===== src/rtl/assert_macros.svh =====
// ----------------------------------------------------------------------------
// assert_macros.svh
// concurrent assertion helpers, empty when SYNTHESIS is defined
// ----------------------------------------------------------------------------
`ifndef ASSERT_MACROS_SVH
`define ASSERT_MACROS_SVH

`ifndef SYNTHESIS

// expression holds at every clock edge outside reset
`define ASSERT_ALWAYS(lbl, clk, rst, expr) \
   lbl: assert property (@(posedge clk) disable iff (rst) (expr)) \
      else $error("assertion failed");

// consequent holds in the same cycle as the antecedent
`define ASSERT_IMPLIES(lbl, clk, rst, ante, cons) \
   lbl: assert property (@(posedge clk) disable iff (rst) (ante) |-> (cons)) \
      else $error("assertion failed");

// consequent holds in the cycle after the antecedent
`define ASSERT_NEXT(lbl, clk, rst, ante, cons) \
   lbl: assert property (@(posedge clk) disable iff (rst) (ante) |=> (cons)) \
      else $error("assertion failed");

`else

`define ASSERT_ALWAYS(lbl, clk, rst, expr)
`define ASSERT_IMPLIES(lbl, clk, rst, ante, cons)
`define ASSERT_NEXT(lbl, clk, rst, ante, cons)

`endif

`endif


===== src/rtl/csq_pkg.sv =====
// ----------------------------------------------------------------------------
// csq_pkg
// types, constants and helpers of the charge status qualifier
// ----------------------------------------------------------------------------
package csq_pkg;

   localparam int unsigned CNT_W   = 8;
   localparam int unsigned LIMIT_W = 8;
   localparam int unsigned INDEX_W = 1;

   typedef logic [CNT_W-1:0]   cnt_type;
   typedef logic [LIMIT_W-1:0] limit_type;

   typedef enum logic [1:0] {
      MODE_IDLE     = 2'd0,
      MODE_CHARGING = 2'd1,
      MODE_CHARGED  = 2'd2
   } mode_type;

   typedef enum logic [INDEX_W-1:0] {
      CSR_CHARGE_LIMIT  = 1'b0,
      CSR_RELEASE_LIMIT = 1'b1
   } csr_index_type;

   localparam limit_type CHARGE_LIMIT_RST  = LIMIT_W'(12);
   localparam limit_type RELEASE_LIMIT_RST = LIMIT_W'(35);
   localparam cnt_type   CNT_MAX           = '1;

   // saturating increment
   function automatic cnt_type sat_inc(input cnt_type v);
      return (v == CNT_MAX) ? v : cnt_type'(v + cnt_type'(1));
   endfunction

endpackage


===== src/rtl/charge_status_qualifier_core.sv =====
// ----------------------------------------------------------------------------
// charge_status_qualifier_core: active-low charger pin debounce state machine
// rsp valid comes from the req accepting edge via the input reg, then the result reg
// throughput 1 item per cycle while rsp_stall does not hold the result reg, set by the state update loop
// sync reset: idle, counters zero, limits 12 and 35, both channels empty
// ----------------------------------------------------------------------------
`include "assert_macros.svh"

module charge_status_qualifier_core
   import csq_pkg::*;
(
   input  logic                clock,
   input  logic                reset,
   // input item channel
   input  logic                req_valid,
   output logic                req_stall,
   input  logic                req_pin_level,
   // result item channel
   output logic                rsp_valid,
   input  logic                rsp_stall,
   output logic [1:0]          rsp_charge_state,
   output logic                rsp_connected,
   output logic                rsp_change_pulse,
   output logic                rsp_stop_polling,
   // configuration writes
   input  logic                csr_wr_en,
   input  logic [INDEX_W-1:0]  csr_index,
   input  logic [LIMIT_W-1:0]  csr_wdata
);

   // configuration registers
   limit_type charge_limit_ff;
   limit_type release_limit_ff;

   // input register stage
   logic      in_valid_ff;
   logic      in_pin_ff;

   // qualifier state
   mode_type  mode_ff, mode_in;
   cnt_type   low_ff, low_in;
   cnt_type   high_ff, high_in;
   logic      conn_ff, conn_in;

   // result register stage
   logic      out_valid_ff;
   mode_type  out_mode_ff;
   logic      out_conn_ff;
   logic      out_pulse_ff;
   logic      out_stop_ff;

   logic      out_free;
   logic      step;
   logic      pulse;
   logic      stop;
   cnt_type   low_inc;
   cnt_type   high_inc;

   // result register can take a new item when empty or being drained
   assign out_free  = !out_valid_ff || !rsp_stall;
   // input stage hands its item to the result stage
   assign step      = in_valid_ff && out_free;
   // input register is refilled in the same cycle it is emptied
   assign req_stall = in_valid_ff && !out_free;

   // ---------------------------------------------------------------------
   // configuration
   // ---------------------------------------------------------------------
   always_ff @(posedge clock) begin
      if (reset) begin
         charge_limit_ff  <= CHARGE_LIMIT_RST;
         release_limit_ff <= RELEASE_LIMIT_RST;
      end else if (csr_wr_en) begin
         unique case (csr_index_type'(csr_index))
            CSR_CHARGE_LIMIT:  charge_limit_ff  <= csr_wdata;
            CSR_RELEASE_LIMIT: release_limit_ff <= csr_wdata;
            default: ;
         endcase
      end
   end

   // ---------------------------------------------------------------------
   // input register
   // ---------------------------------------------------------------------
   always_ff @(posedge clock) begin
      if (reset) begin
         in_valid_ff <= 1'b0;
      end else if (!req_stall) begin
         in_valid_ff <= req_valid;
      end
   end

   // payload, no reset needed
   always_ff @(posedge clock) begin
      if (!req_stall && req_valid) begin
         in_pin_ff <= req_pin_level;
      end
   end

   // ---------------------------------------------------------------------
   // next state and per-item outputs
   // ---------------------------------------------------------------------
   always_comb begin
      mode_in  = mode_ff;
      low_in   = low_ff;
      high_in  = high_ff;
      conn_in  = conn_ff;
      pulse    = 1'b0;
      stop     = 1'b0;
      low_inc  = sat_inc(low_ff);
      high_inc = sat_inc(high_ff);

      unique case (mode_ff)
         MODE_CHARGING: begin
            if (!in_pin_ff) begin
               // low run, may qualify as charged
               high_in = '0;
               if (low_inc > charge_limit_ff) begin
                  mode_in = MODE_CHARGED;
                  low_in  = '0;
               end else begin
                  low_in = low_inc;
               end
            end else begin
               // high run, may fall back to idle
               low_in = '0;
               if (high_inc > charge_limit_ff) begin
                  mode_in = MODE_IDLE;
                  high_in = '0;
                  conn_in = 1'b0;
                  stop    = 1'b1;
               end else begin
                  high_in = high_inc;
               end
            end
         end
         MODE_CHARGED: begin
            low_in = '0;
            if (in_pin_ff) begin
               // release after a long high run
               if (high_inc > release_limit_ff) begin
                  mode_in = MODE_IDLE;
                  high_in = '0;
                  conn_in = 1'b0;
                  stop    = 1'b1;
               end else begin
                  high_in = high_inc;
               end
            end else begin
               high_in = '0;
            end
         end
         default: begin
            // idle, and the unused code treated as idle
            if (!in_pin_ff) begin
               pulse   = 1'b1;
               low_in  = low_inc;
               conn_in = 1'b1;
               mode_in = MODE_CHARGING;
            end else begin
               mode_in = MODE_IDLE;
               low_in  = '0;
               high_in = '0;
               conn_in = 1'b0;
               stop    = 1'b1;
            end
         end
      endcase
   end

   // state registers advance once per item
   always_ff @(posedge clock) begin
      if (reset) begin
         mode_ff <= MODE_IDLE;
         low_ff  <= '0;
         high_ff <= '0;
         conn_ff <= 1'b0;
      end else if (step) begin
         mode_ff <= mode_in;
         low_ff  <= low_in;
         high_ff <= high_in;
         conn_ff <= conn_in;
      end
   end

   // ---------------------------------------------------------------------
   // result register
   // ---------------------------------------------------------------------
   always_ff @(posedge clock) begin
      if (reset) begin
         out_valid_ff <= 1'b0;
      end else if (out_free) begin
         out_valid_ff <= in_valid_ff;
      end
   end

   always_ff @(posedge clock) begin
      if (step) begin
         out_mode_ff  <= mode_in;
         out_conn_ff  <= conn_in;
         out_pulse_ff <= pulse;
         out_stop_ff  <= stop;
      end
   end

   assign rsp_valid        = out_valid_ff;
   assign rsp_charge_state = out_mode_ff;
   assign rsp_connected    = out_conn_ff;
   assign rsp_change_pulse = out_pulse_ff;
   assign rsp_stop_polling = out_stop_ff;

   // ---------------------------------------------------------------------
   // assertions
   // ---------------------------------------------------------------------
   // connect flag tracks exactly the non-idle states
   `ASSERT_ALWAYS(a_conn_mode, clock, reset, conn_ff == (mode_ff != MODE_IDLE))
   // change pulse only on entry to charging with supply connected
   `ASSERT_IMPLIES(a_pulse, clock, reset, out_valid_ff && out_pulse_ff, (out_mode_ff == MODE_CHARGING) && out_conn_ff)
   // stop request only ever ends in idle, disconnected
   `ASSERT_IMPLIES(a_stop, clock, reset, out_valid_ff && out_stop_ff, (out_mode_ff == MODE_IDLE) && !out_conn_ff)
   // input side stalls only when both stages are full
   `ASSERT_IMPLIES(a_stall, clock, reset, req_stall, in_valid_ff && out_valid_ff && rsp_stall)
   // a stalled result stays in the result register
   `ASSERT_NEXT(a_hold, clock, reset, out_valid_ff && rsp_stall, out_valid_ff && $stable(out_mode_ff))

endmodule

===== config.mk =====
export PLATFORM = sky130hd
export DESIGN_NAME = charge_status_qualifier_core
export DESIGN_NICKNAME = d
export VERILOG_FILES = /design/src/rtl/csq_pkg.sv /design/src/rtl/charge_status_qualifier_core.sv
export VERILOG_INCLUDE_DIRS = /design/src /design/src/rtl
export SDC_FILE = /design/constraint.sdc
export NUM_CORES = 1
export LEC_CHECK = 0
export BUFFER_PORTS_ARGS = -buffer_cell sky130_fd_sc_hd__buf_4
export CORE_ASPECT_RATIO = 1.25
export CORE_MARGIN = 1
export CORE_UTILIZATION = 50
export CTS_CLUSTER_DIAMETER = 60
export DETAILED_ROUTE_END_ITERATION = 8
export GPL_TIMING_DRIVEN = 0
export MAX_ROUTING_LAYER = met4
export PLACE_DENSITY = 0.69
export SLEW_MARGIN = 20
export SYNTH_ARGS = -nofsm -noshare
export SYNTH_HDL_FRONTEND = slang
export SYNTH_SLANG_ARGS = --single-unit

===== constraint.sdc =====
create_clock -name clock -period 4.1 [get_ports clock]
set_clock_uncertainty 0.2 [all_clocks]
set_input_delay 0.205 -clock clock [delete_from_list [all_inputs] [get_ports clock]]
set_output_delay 0.205 -clock clock [all_outputs]
set_load 0.02 [all_outputs]

==> results of run 1 <==
==> what timing repair did <==
action | 4_1_cts | 5_1_grt
endpoints found under the hold margin | 20 | 0
hold buffers | 12 | 0
resized for setup | 0 | 0
buffers inserted | 0 | 0
==> layer usage <==
| metal | share of wire [%] | track usage, % | wire, µm | up-vias |
|---|---|---|---|---|
| met1 | 45 | 27.02 | 2508 | 1050 |
| met5 | 0 | - | 0 | - |
| met2 | 51 | 38.78 | 2817 | 41 |
| met4 | 1.1 | 7.660 | 61 | 0 |
| met3 | 2.8 | 4.028 | 156 | 7 |
| li1 | - | - | - | 1166 |
==> power groups by stage <==
stage	sequential (µW)	combinational, µW	clock (µW)
6_report	449	112	339
5_1_grt	452	126	363
4_1_cts	450	111	351
3_5_place_dp	460	102	0
3_3_place_gp	459	99.4	0
2_1_floorplan	462	63.4	0
==> critical path, stage by stage (launching register included) <==
cell      delay, ns
dfxtp_1        0.44
ha_1           0.20
and2_1         0.20
nand4_1        0.15
or3_1          0.32
buf_2          0.18
mux2_2         0.30
ha_1           0.29
nor2b_1        0.14
o211ai_1       0.15
a21oi_1        0.08
o22ai_1        0.29
o311ai_0       0.20
a221o_1        0.33
a31oi_1        0.15
==> registers in the layout, indices dropped and copies added (netlist names), 2 cells and up <==
signal / cells
release_limit_ff: 8
low_ff: 8
mode_ff: 2
rsp_charge_state: 2
high_ff: 8
charge_limit_ff: 8
==> cell type report <==
type,count,area share (%)
plain buffers,10,1.528
clock buffers,6,2.725
flip-flops and latches,43,30.39
repair buffers,33,9.166
well taps,60,2.477
multi-input cells,226,49.59
clock inverters,2,1.156
inverters,24,2.973
==> worst paths after layout <==
kind,from,end,depth (start not counted)
max,low_ff[0],mode_ff[0],14
min reg2reg,charge_limit_ff[4],charge_limit_ff[4],2
min,csr_wr_en,charge_limit_ff[1],4
max reg2reg,low_ff[0],mode_ff[0],14
==> cells in the mapped netlist (6+ instances only) <==
library cell	count	area share, %
a21oi_1	30	5.9
clkbuf_1	7	1.0
edfxtp_1	6	7.0
a32oi_1	7	2.4
ha_1	26	13
nand3_1	9	1.8
dfxtp_1	37	29
nor2_1	24	3.5
nand2_1	42	6.2
inv_1	23	3.4
a22o_1	7	2.4
o21ai_0	7	1.4
nand4_1	7	1.7
==> through the flow <==
step           setup WS [ns]  util, %
5_1_grt               0.1937    62.68
3_5_place_dp          0.4603    57.76
3_3_place_gp          0.5671    57.76
4_1_cts               0.4266    62.68
2_1_floorplan         0.8449        -
6_report              0.4017    62.68
==> cell families after synthesis <==
kind of cell / count (synthesis)
AOI/OAI and AO/OA: 80
xor gates and xnor gates: 8
adders and majority gates: 26
buffers and inverters: 34
DFF: 43
muxes: 1
and+or+nand+nor: 111
==> impl_metrics.py, run 1 <==
metrics = {
    "status": {
        "status": "finished clean",
    },
    "layout": {
        "multi_input_comb_area_um2": 1503,
        "fillers": 440,
        "antenna-diode-count": 0,
        "nets": 384,
        "final_cell_mix": "nand2_1 (42), dfxtp_1 (37), a21oi_1 (30)",
        "final_cell_area_um2": 3030,
        "seq_area_um2": 920.9,
        "fin_cells": 404,
        "layout_commonest_cell": "nand2_1",
        "area_growth_pct": 18.38,
        "drive_gt1_share_pct": 11.92,
    },
    "setup_path": {
        "cp.required_ns": 4.11,
        "r2r_setup_slack_ns": 0.40,
        "critPathKind": "reg2reg",
        "cp_max_fo": 9,
        "worstSetupStartpointType": "flip-flop",
        "critPathCaptureType": "flip-flop",
        "critical_path_arrival_ns": 3.71,
    },
    "synth": {
        "synthesis.instances": 303,
        "synth-xor-area-share_pct": 3.568,
        "synth-seq-cells": 43,
        "yosys.area_share.simple_pct": 20.92,
        "synth_fa_ha_area_share_pct": 12.71,
        "avgSynthCellArea_um2": 8.449,
        "ys_seq_area_share_pct": 35.97,
        "synth-compound-area-share_pct": 21.07,
        "synth_edf_count": 6,
        "synth_mux_area_share_pct": 0.4399,
        "ys.flop_type": "dfxtp_1",
        "synth_nets": 344,
        "async_flop_share_pct": 0,
        "synth_area_um2": 2560,
        "synth_cell_type_count": 53,
        "yosys_warnings": 0,
        "synth_top_family_by_area": "compound AO/OA/AOI/OAI gates",
    },
    "sta": {
        "max_slew.worst_pin.slew_ns": 0.6567,
        "period_needed_ns": 3.698,
        "period_share_pct": 90.20,
        "final_max_slew_viol_count": 0,
        "whs_ns": 0.1467,
        "final_hold_viol_count": 0,
        "setup_viol": 0,
        "fin_setup_tns_ns": 0,
        "slew-limit-headroom_pct": 56.22,
        "rsz0062_at_grt": "false",
        "fmax_mhz": 270.4,
    },
    "global_routing": {
        "grt_max_degree": 15,
        "overflow": 0,
        "antenna_found_initial": 0,
        "grt_first_pass_wirelength_um": 9080,
        "grt_pass1_vias": 2030,
        "grt_usage_pct": 22.80,
    },
    "clocking": {
        "htree_levels": 2,
        "numCtsBuffers": 5,
        "clkSinkCount": 43,
        "cts_tree": "yes",
        "clk_pin_slew_ns": 0.08,
        "clkLatencyLatePin_ns": 0.29,
        "cts-root-buf": "clkbuf_8",
        "clockBufferDepth": 2,
    },
    "pwr": {
        "p_per_area_nw_per_um2": 297.3,
        "vdd_drop_max_mv": 0.2463,
        "switchingPower_uw": 213.3,
        "swShare_pct": 23.68,
        "p_int_uw": 687.6,
        "power_uw": 900.9,
        "clkPwrFrac_pct": 37.7,
        "p_leak_uw": 0.001271,
        "p_seq_share_pct": 49.9,
        "comb_power_share_pct": 12.4,
    },
    "detailed_routing": {
        "vias": 2264,
        "wl_per_cell_um": 13.72,
        "drtPass1Iterations": 4,
        "drt_iter0_markers": 156,
        "totalWireLength_um": 5544,
        "drc": 0,
        "antenna_left": 0,
        "viasPerCell": 5.604,
    },
    "floorplanning": {
        "initial_utilization_pct": 52.95,
        "dieWidth_um": 66,
        "core_area_um2": 4835,
        "dieArea_um2": 5412,
        "pin_count": 22,
        "std_cell_rows": 28,
        "die_h_um": 82,
    },
    "job": {
        "drv_cap": 0,
    },
    "hold_path": {
        "worstHoldPathType": "in2reg",
    },
    "placement": {
        "gp_congestion": 0.7779,
        "placed_cell_area_um2": 2793,
        "portBuffers": 21,
        "dp.final_hpwl_um": 4010,
        "dp.cells": 384,
    },
}
(Power assumes the default switching activity.)
==> run 2: changes to the inputs <==
--- a/config.mk
+++ b/config.mk
@@ -7,7 +7,8 @@
 export NUM_CORES = 1
 export LEC_CHECK = 0
 export BUFFER_PORTS_ARGS = -buffer_cell sky130_fd_sc_hd__buf_4
-export CORE_ASPECT_RATIO = 1.25
+export CAP_MARGIN = 40
+export CORE_ASPECT_RATIO = 0.75
 export CORE_MARGIN = 1
 export CORE_UTILIZATION = 50
 export CTS_CLUSTER_DIAMETER = 60
==> run 2 against run 1 <==
Utilization down 1.1 points. Via count down 1.1%. Worst hold slack worse by 0.0085 ns. Total power fell by 4.0%. Maximum frequency down 1.4%. Die area is essentially flat. Sequential cell count unchanged. First-iteration DRC count decreased by 26%. Final area down 0.45%. Register-to-register slack worse by 0.05 ns. Sequential power about the same. Setup slack worse by 0.051 ns. Largest power group unchanged.
==> impl_metrics.py, run 2 (synthesized netlist as in run 1, its figures left out) <==
metrics = {
    "status": {
        "status": "finished clean",
    },
    "detailed_routing": {
        "totalWireLength_um": 5631,
        "drtPass1Iterations": 6,
        "drc": 0,
        "drt_iter0_markers": 115,
        "vias": 2238,
        "viasPerCell": 5.540,
        "antenna_left": 0,
        "wl_per_cell_um": 13.94,
    },
    "floorplanning": {
        "pin_count": 22,
        "dieArea_um2": 5413,
        "initial_utilization_pct": 52.25,
        "dieWidth_um": 84.62,
        "std_cell_rows": 22,
        "die_h_um": 63.97,
        "core_area_um2": 4900,
    },
    "hold_path": {
        "worstHoldEndpoint": "charge_limit_ff[5]",
        "holdPathStages": 4,
        "worstHoldStart": "csr_wr_en",
        "worstHoldPathType": "in2reg",
    },
    "global_routing": {
        "grt_first_pass_wirelength_um": 9528,
        "antenna_found_initial": 0,
        "overflow": 0,
        "grt_pass1_vias": 2021,
        "grt_usage_pct": 23.44,
        "grt_max_degree": 15,
    },
    "clocking": {
        "clkSinkCount": 43,
        "htree_levels": 2,
        "clkLatencyLatePin_ns": 0.30,
        "clk_pin_slew_ns": 0.08,
        "cts-root-buf": "clkbuf_8",
        "numCtsBuffers": 5,
        "post_cts_resize_count": 0,
        "cts_tree": "yes",
        "post_cts_buffers": 0,
        "clockBufferDepth": 2,
    },
    "sta": {
        "rsz0062_at_grt": "false",
        "period_share_pct": 91.44,
        "final_max_slew_viol_count": 0,
        "fmax_mhz": 266.7,
        "max_slew.worst_pin.slew_ns": 0.6291,
        "period_needed_ns": 3.749,
        "setup_viol": 0,
        "slew-limit-headroom_pct": 58.06,
        "final_hold_viol_count": 0,
        "fin_setup_tns_ns": 0,
    },
    "setup_path": {
        "worstSetupStartpointType": "flip-flop",
        "crit_chain": "ha_1 > and2_1 > nand4_1 > or3_1 > buf_2 > mux2_2 > ha_1 > nor2b_1 > o211ai_1 > a21oi_1 > o22ai_1 > o311ai_0 > a221o_1 > a31oi_1",
        "regToRegEndpoint": "mode_ff[0]",
        "r2r_cells": 14,
        "critical_path.most_common_cell": "ha_1",
        "critical_path_arrival_ns": 3.78,
        "cp_max_fo": 9,
        "critPathKind": "reg2reg",
        "critPathCaptureType": "flip-flop",
        "slowest_stage": "dfxtp_1",
        "max_stage_delay_ns": 0.44,
        "cp.required_ns": 4.13,
        "reg2reg_from": "low_ff[0]",
        "r2r_setup_slack_ns": 0.35,
    },
    "layout": {
        "drive_gt1_share_pct": 11.92,
        "nets": 384,
        "layout_commonest_cell": "nand2_1",
        "final_cell_mix": "nand2_1 (42), dfxtp_1 (37), a21oi_1 (30)",
        "fillers": 438,
        "seq_area_um2": 920.9,
        "multi_input_comb_area_um2": 1503,
        "antenna-diode-count": 0,
        "area_growth_pct": 17.84,
    },
    "pwr": {
        "p_seq_share_pct": 52.0,
        "comb_power_share_pct": 13.0,
        "vdd_drop_max_mv": 0.1565,
        "power_uw": 865.2,
        "p_int_uw": 643.9,
        "swShare_pct": 25.58,
        "p_per_area_nw_per_um2": 286.8,
        "clkPwrFrac_pct": 34.9,
        "p_leak_uw": 0.001260,
        "switchingPower_uw": 221.3,
    },
    "placement": {
        "portBuffers": 21,
        "gp_congestion": 0.8145,
        "dp.final_hpwl_um": 4144,
    },
    "job": {
        "drv_cap": 0,
    },
}
run 2: changes by cell type in the layout (fill, tap and decap cells not counted), sizes merged:
cell / before / now
bufinv: 1 / 0
clkbuf: 13 / 14
clkinv: 2 / 1
clkinvlp: 0 / 1
run 2: per-layer routing:
layer	GRT usage, %	share of wire, %
met5	-	0
met4	6.568	0.96
met3	5.943	2.9
met2	32.62	42
met1	33.52	54
run 2: power groups by stage:
stage | Clock [µW] | Combinational [µW] | Sequential, µW
after global placement | 0 | 100 | 459
after floorplan | 0 | 63.4 | 462
after CTS | 310 | 112 | 450
after global routing | 333 | 126 | 452
final | 302 | 113 | 450
after detailed placement | 0 | 102 | 460
run 2: how the worst max path moves through the flow:
stage	startpoint	endpoint	slack, ns	cells after the start
floorplan	low_ff[0]	mode_ff[0]	0.84	14
global placement	low_ff[0]	mode_ff[0]	0.52	14
detailed placement	low_ff[0]	mode_ff[0]	0.45	14
CTS	low_ff[0]	mode_ff[0]	0.40	14
global route	low_ff[0]	mode_ff[0]	0.14	14
finish	low_ff[0]	mode_ff[0]	0.35	14
run 2: repair_timing:
item                                    4_1_cts  5_1_grt
endpoints found under the setup margin        0        0
hold buffers                                 12        0
hold endpoints to repair                     20        0
run 2: per-stage QoR:
step / util (%) / setup slack (ns) / cell area, µm² / hold slack (ns) / cells
after floorplan: - / 0.8449 / 2560 / 0.1039 / 303
final: 61.57 / 0.3509 / 3017 / 0.1382 / 404
after global placement: 57.00 / 0.5228 / 2793 / 0.1837 / 384
after global routing: 61.57 / 0.1428 / 3017 / 0.1778 / 404
after CTS: 61.57 / 0.3968 / 3017 / 0.1372 / 404
after detailed placement: 57.00 / 0.4494 / 2793 / 0.1848 / 384
run 2: worst max-delay path, delay by kind of cell (launching register included):
kind,cells,cell delay [ns]
AO/OA/AOI/OAI,6,1.19
AND/OR/NAND/NOR,4,0.83
adder cells (fa/ha/maj),2,0.52
flip-flops,1,0.44
multiplexers,1,0.30
buffers and inverters,1,0.19
run 2: layout make-up:
cell class	count	share of cell area, %
inverters	24	2.986
clock inverters	1	0.2489
repair buffers	33	9.208
flip-flops and latches	43	30.53
plain buffers	10	1.535
multi-input cells	226	49.81
well taps	60	2.489
clock buffers	7	3.194
==> run 3: changes to the inputs <==
--- a/config.mk
+++ b/config.mk
@@ -8,7 +8,7 @@
 export LEC_CHECK = 0
 export BUFFER_PORTS_ARGS = -buffer_cell sky130_fd_sc_hd__buf_4
 export CAP_MARGIN = 40
-export CORE_ASPECT_RATIO = 0.75
+export CORE_ASPECT_RATIO = 1.75
 export CORE_MARGIN = 1
 export CORE_UTILIZATION = 50
 export CTS_CLUSTER_DIAMETER = 60
==> constraint.sdc (replaced) <==
create_clock -name clock -period 3.8 [get_ports clock]
set_clock_uncertainty 0.2 [all_clocks]
set_input_delay 0.19 -clock clock [delete_from_list [all_inputs] [get_ports clock]]
set_output_delay 0.19 -clock clock [all_outputs]
set_load 0.02 [all_outputs]
==> run 3 against run 2 <==
Count of clock-buffer cells in the layout decreased by 1. Largest cell class unchanged. Setup slack got worse by 0.097 ns. Sequential cell count unchanged.
==> impl_metrics.py, run 3 (synthesized netlist as in run 1, its figures left out) <==
metrics = {
    "status": {
        "status": "finished clean",
    },
    "global_routing": {
        "grt_usage_pct": 22.70,
        "grt_pass1_vias": 2237,
        "overflow": 0,
        "grt_max_degree": 15,
        "antenna_found_initial": 0,
        "grt_first_pass_wirelength_um": 9653,
    },
    "pwr": {
        "p_leak_uw": 0.001273,
        "p_per_area_nw_per_um2": 321.6,
        "vdd_drop_max_mv": 0.2556,
    },
    "sta": {
        "final_hold_viol_count": 0,
        "fmax_mhz": 282.0,
        "fin_setup_tns_ns": 0,
        "slew-limit-headroom_pct": 53.93,
        "setup_viol": 0,
        "period_needed_ns": 3.546,
        "rsz0062_at_grt": "false",
        "final_max_slew_viol_count": 0,
        "max_slew.worst_pin.slew_ns": 0.6911,
        "period_share_pct": 93.32,
    },
    "layout": {
        "fin_cells": 398,
        "fillers": 469,
        "layout_commonest_cell": "nand2_1",
        "final_cell_mix": "nand2_1 (42), dfxtp_1 (36), a21oi_1 (30)",
        "antenna-diode-count": 0,
        "drive_gt1_share_pct": 12.50,
        "nets": 384,
        "area_growth_pct": 18.38,
    },
    "detailed_routing": {
        "drtPass1Iterations": 4,
        "drt_iter0_markers": 116,
        "vias": 2264,
        "viasPerCell": 5.688,
        "totalWireLength_um": 5779,
        "wl_per_cell_um": 14.52,
        "antenna_left": 0,
        "drc": 0,
    },
    "floorplanning": {
        "dieArea_um2": 5421,
        "dieWidth_um": 56.09,
        "pin_count": 22,
        "initial_utilization_pct": 51.88,
        "std_cell_rows": 34,
        "core_area_um2": 4935,
        "die_h_um": 96.66,
    },
    "setup_path": {
        "cp_max_fo": 9,
        "cp.required_ns": 3.63,
        "cp-startpoint": "low_ff[1]",
        "max_stage_delay_ns": 0.40,
        "critical_path.most_common_cell": "ha_1",
        "reg2reg_from": "low_ff[1]",
        "critPathKind": "reg2reg",
        "worstSetupStartpointType": "flip-flop",
        "crit_chain": "ha_1 > and2_1 > nand4_1 > or3_1 > buf_2 > mux2_2 > ha_1 > nor2b_1 > o211ai_1 > a21oi_1 > o22ai_2 > o311ai_0 > o21ai_0",
        "critical_path_arrival_ns": 3.38,
        "r2r_setup_slack_ns": 0.25,
        "critPathCaptureType": "flip-flop",
        "slowest_stage": "o311ai_0",
    },
    "hold_path": {
        "worstHoldStart": "csr_wr_en",
        "worstHoldPathType": "in2reg",
    },
    "placement": {
        "portBuffers": 21,
        "gp_congestion": 0.7883,
        "dp.final_hpwl_um": 4383,
        "dp.cells": 378,
    },
    "clocking": {
        "cts-root-buf": "clkbuf_8",
        "post_cts_buffers": 0,
        "clockBufferDepth": 2,
        "clk_pin_slew_ns": 0.08,
        "clkSinkCount": 43,
        "numCtsBuffers": 5,
        "clkLatencyLatePin_ns": 0.29,
        "cts_tree": "yes",
        "htree_levels": 2,
    },
    "job": {
        "drv_cap": 0,
    },
}
## run 3: final cells by class
type / count / area [µm²] / share of cell area, %
buffer: 10 / 46.29 / 1.528
clock buffer: 6 / 82.58 / 2.725
clock inverter: 2 / 35.03 / 1.156
inverter: 24 / 90.09 / 2.973
multi-input combinational: 226 / 1509 / 49.79
sequential: 43 / 922.1 / 30.43
tap: 54 / 67.56 / 2.230
timing repair buffer: 33 / 277.8 / 9.166
## run 3: worst paths after layout
kind,to,cells past startpoint
min reg2reg,release_limit_ff[2],2
max reg2reg,rsp_charge_state[0],13
min,charge_limit_ff[0],4
max,rsp_charge_state[0],13
## run 3: critical path, delay by kind of cell, from the launching register on
kind / cells / cell delay (ns)
flip-flops: 1 / 0.39
AO/OA/AOI/OAI: 5 / 0.90
multiplexers: 1 / 0.31
buffers and inverters: 1 / 0.19
adder cells (fa/ha/maj): 2 / 0.48
AND/OR/NAND/NOR: 4 / 0.82
## run 3: report_power, final
| group | internal (µW) | switching (µW) |
|---|---|---|
| sequential | 477 | 8.64 |
| combinational | 52.5 | 69.6 |
| clock | 213 | 154 |
| total | 742 | 232 |
## run 3: timing repair
item	in CTS	in global routing
endpoints found under the hold margin	20	0
setup endpoints to repair	0	7
resized for setup	0	2
hold buffers	12	0
## run 3: metrics by stage
stage                     worst slack [ns]  util, %  hold WS, ns  power (µW)  area [µm²]
after floorplan                     0.5449        -      0.08887       566.7        2560
after global placement              0.1994    56.44       0.1689       604.8        2785
after detailed placement            0.1604    56.44       0.1722       607.2        2785
after CTS                           0.1293    61.26       0.1446       981.4        3023
after global routing               0.04466    61.41       0.1797        1016        3030
final                               0.2538    61.41       0.1483       974.6        3030
## run 3: per-layer routing
metal | up-vias | GRT usage [%] | share of wire [%] | wire length [µm]
met5 | - | - | 0 | 0
met4 | 0 | 10.13 | 2.5 | 146
met3 | 14 | 3.610 | 3.0 | 175
met2 | 41 | 40.75 | 53 | 3080
met1 | 1046 | 23.77 | 41 | 2377
li1 | 1163 | - | - | -
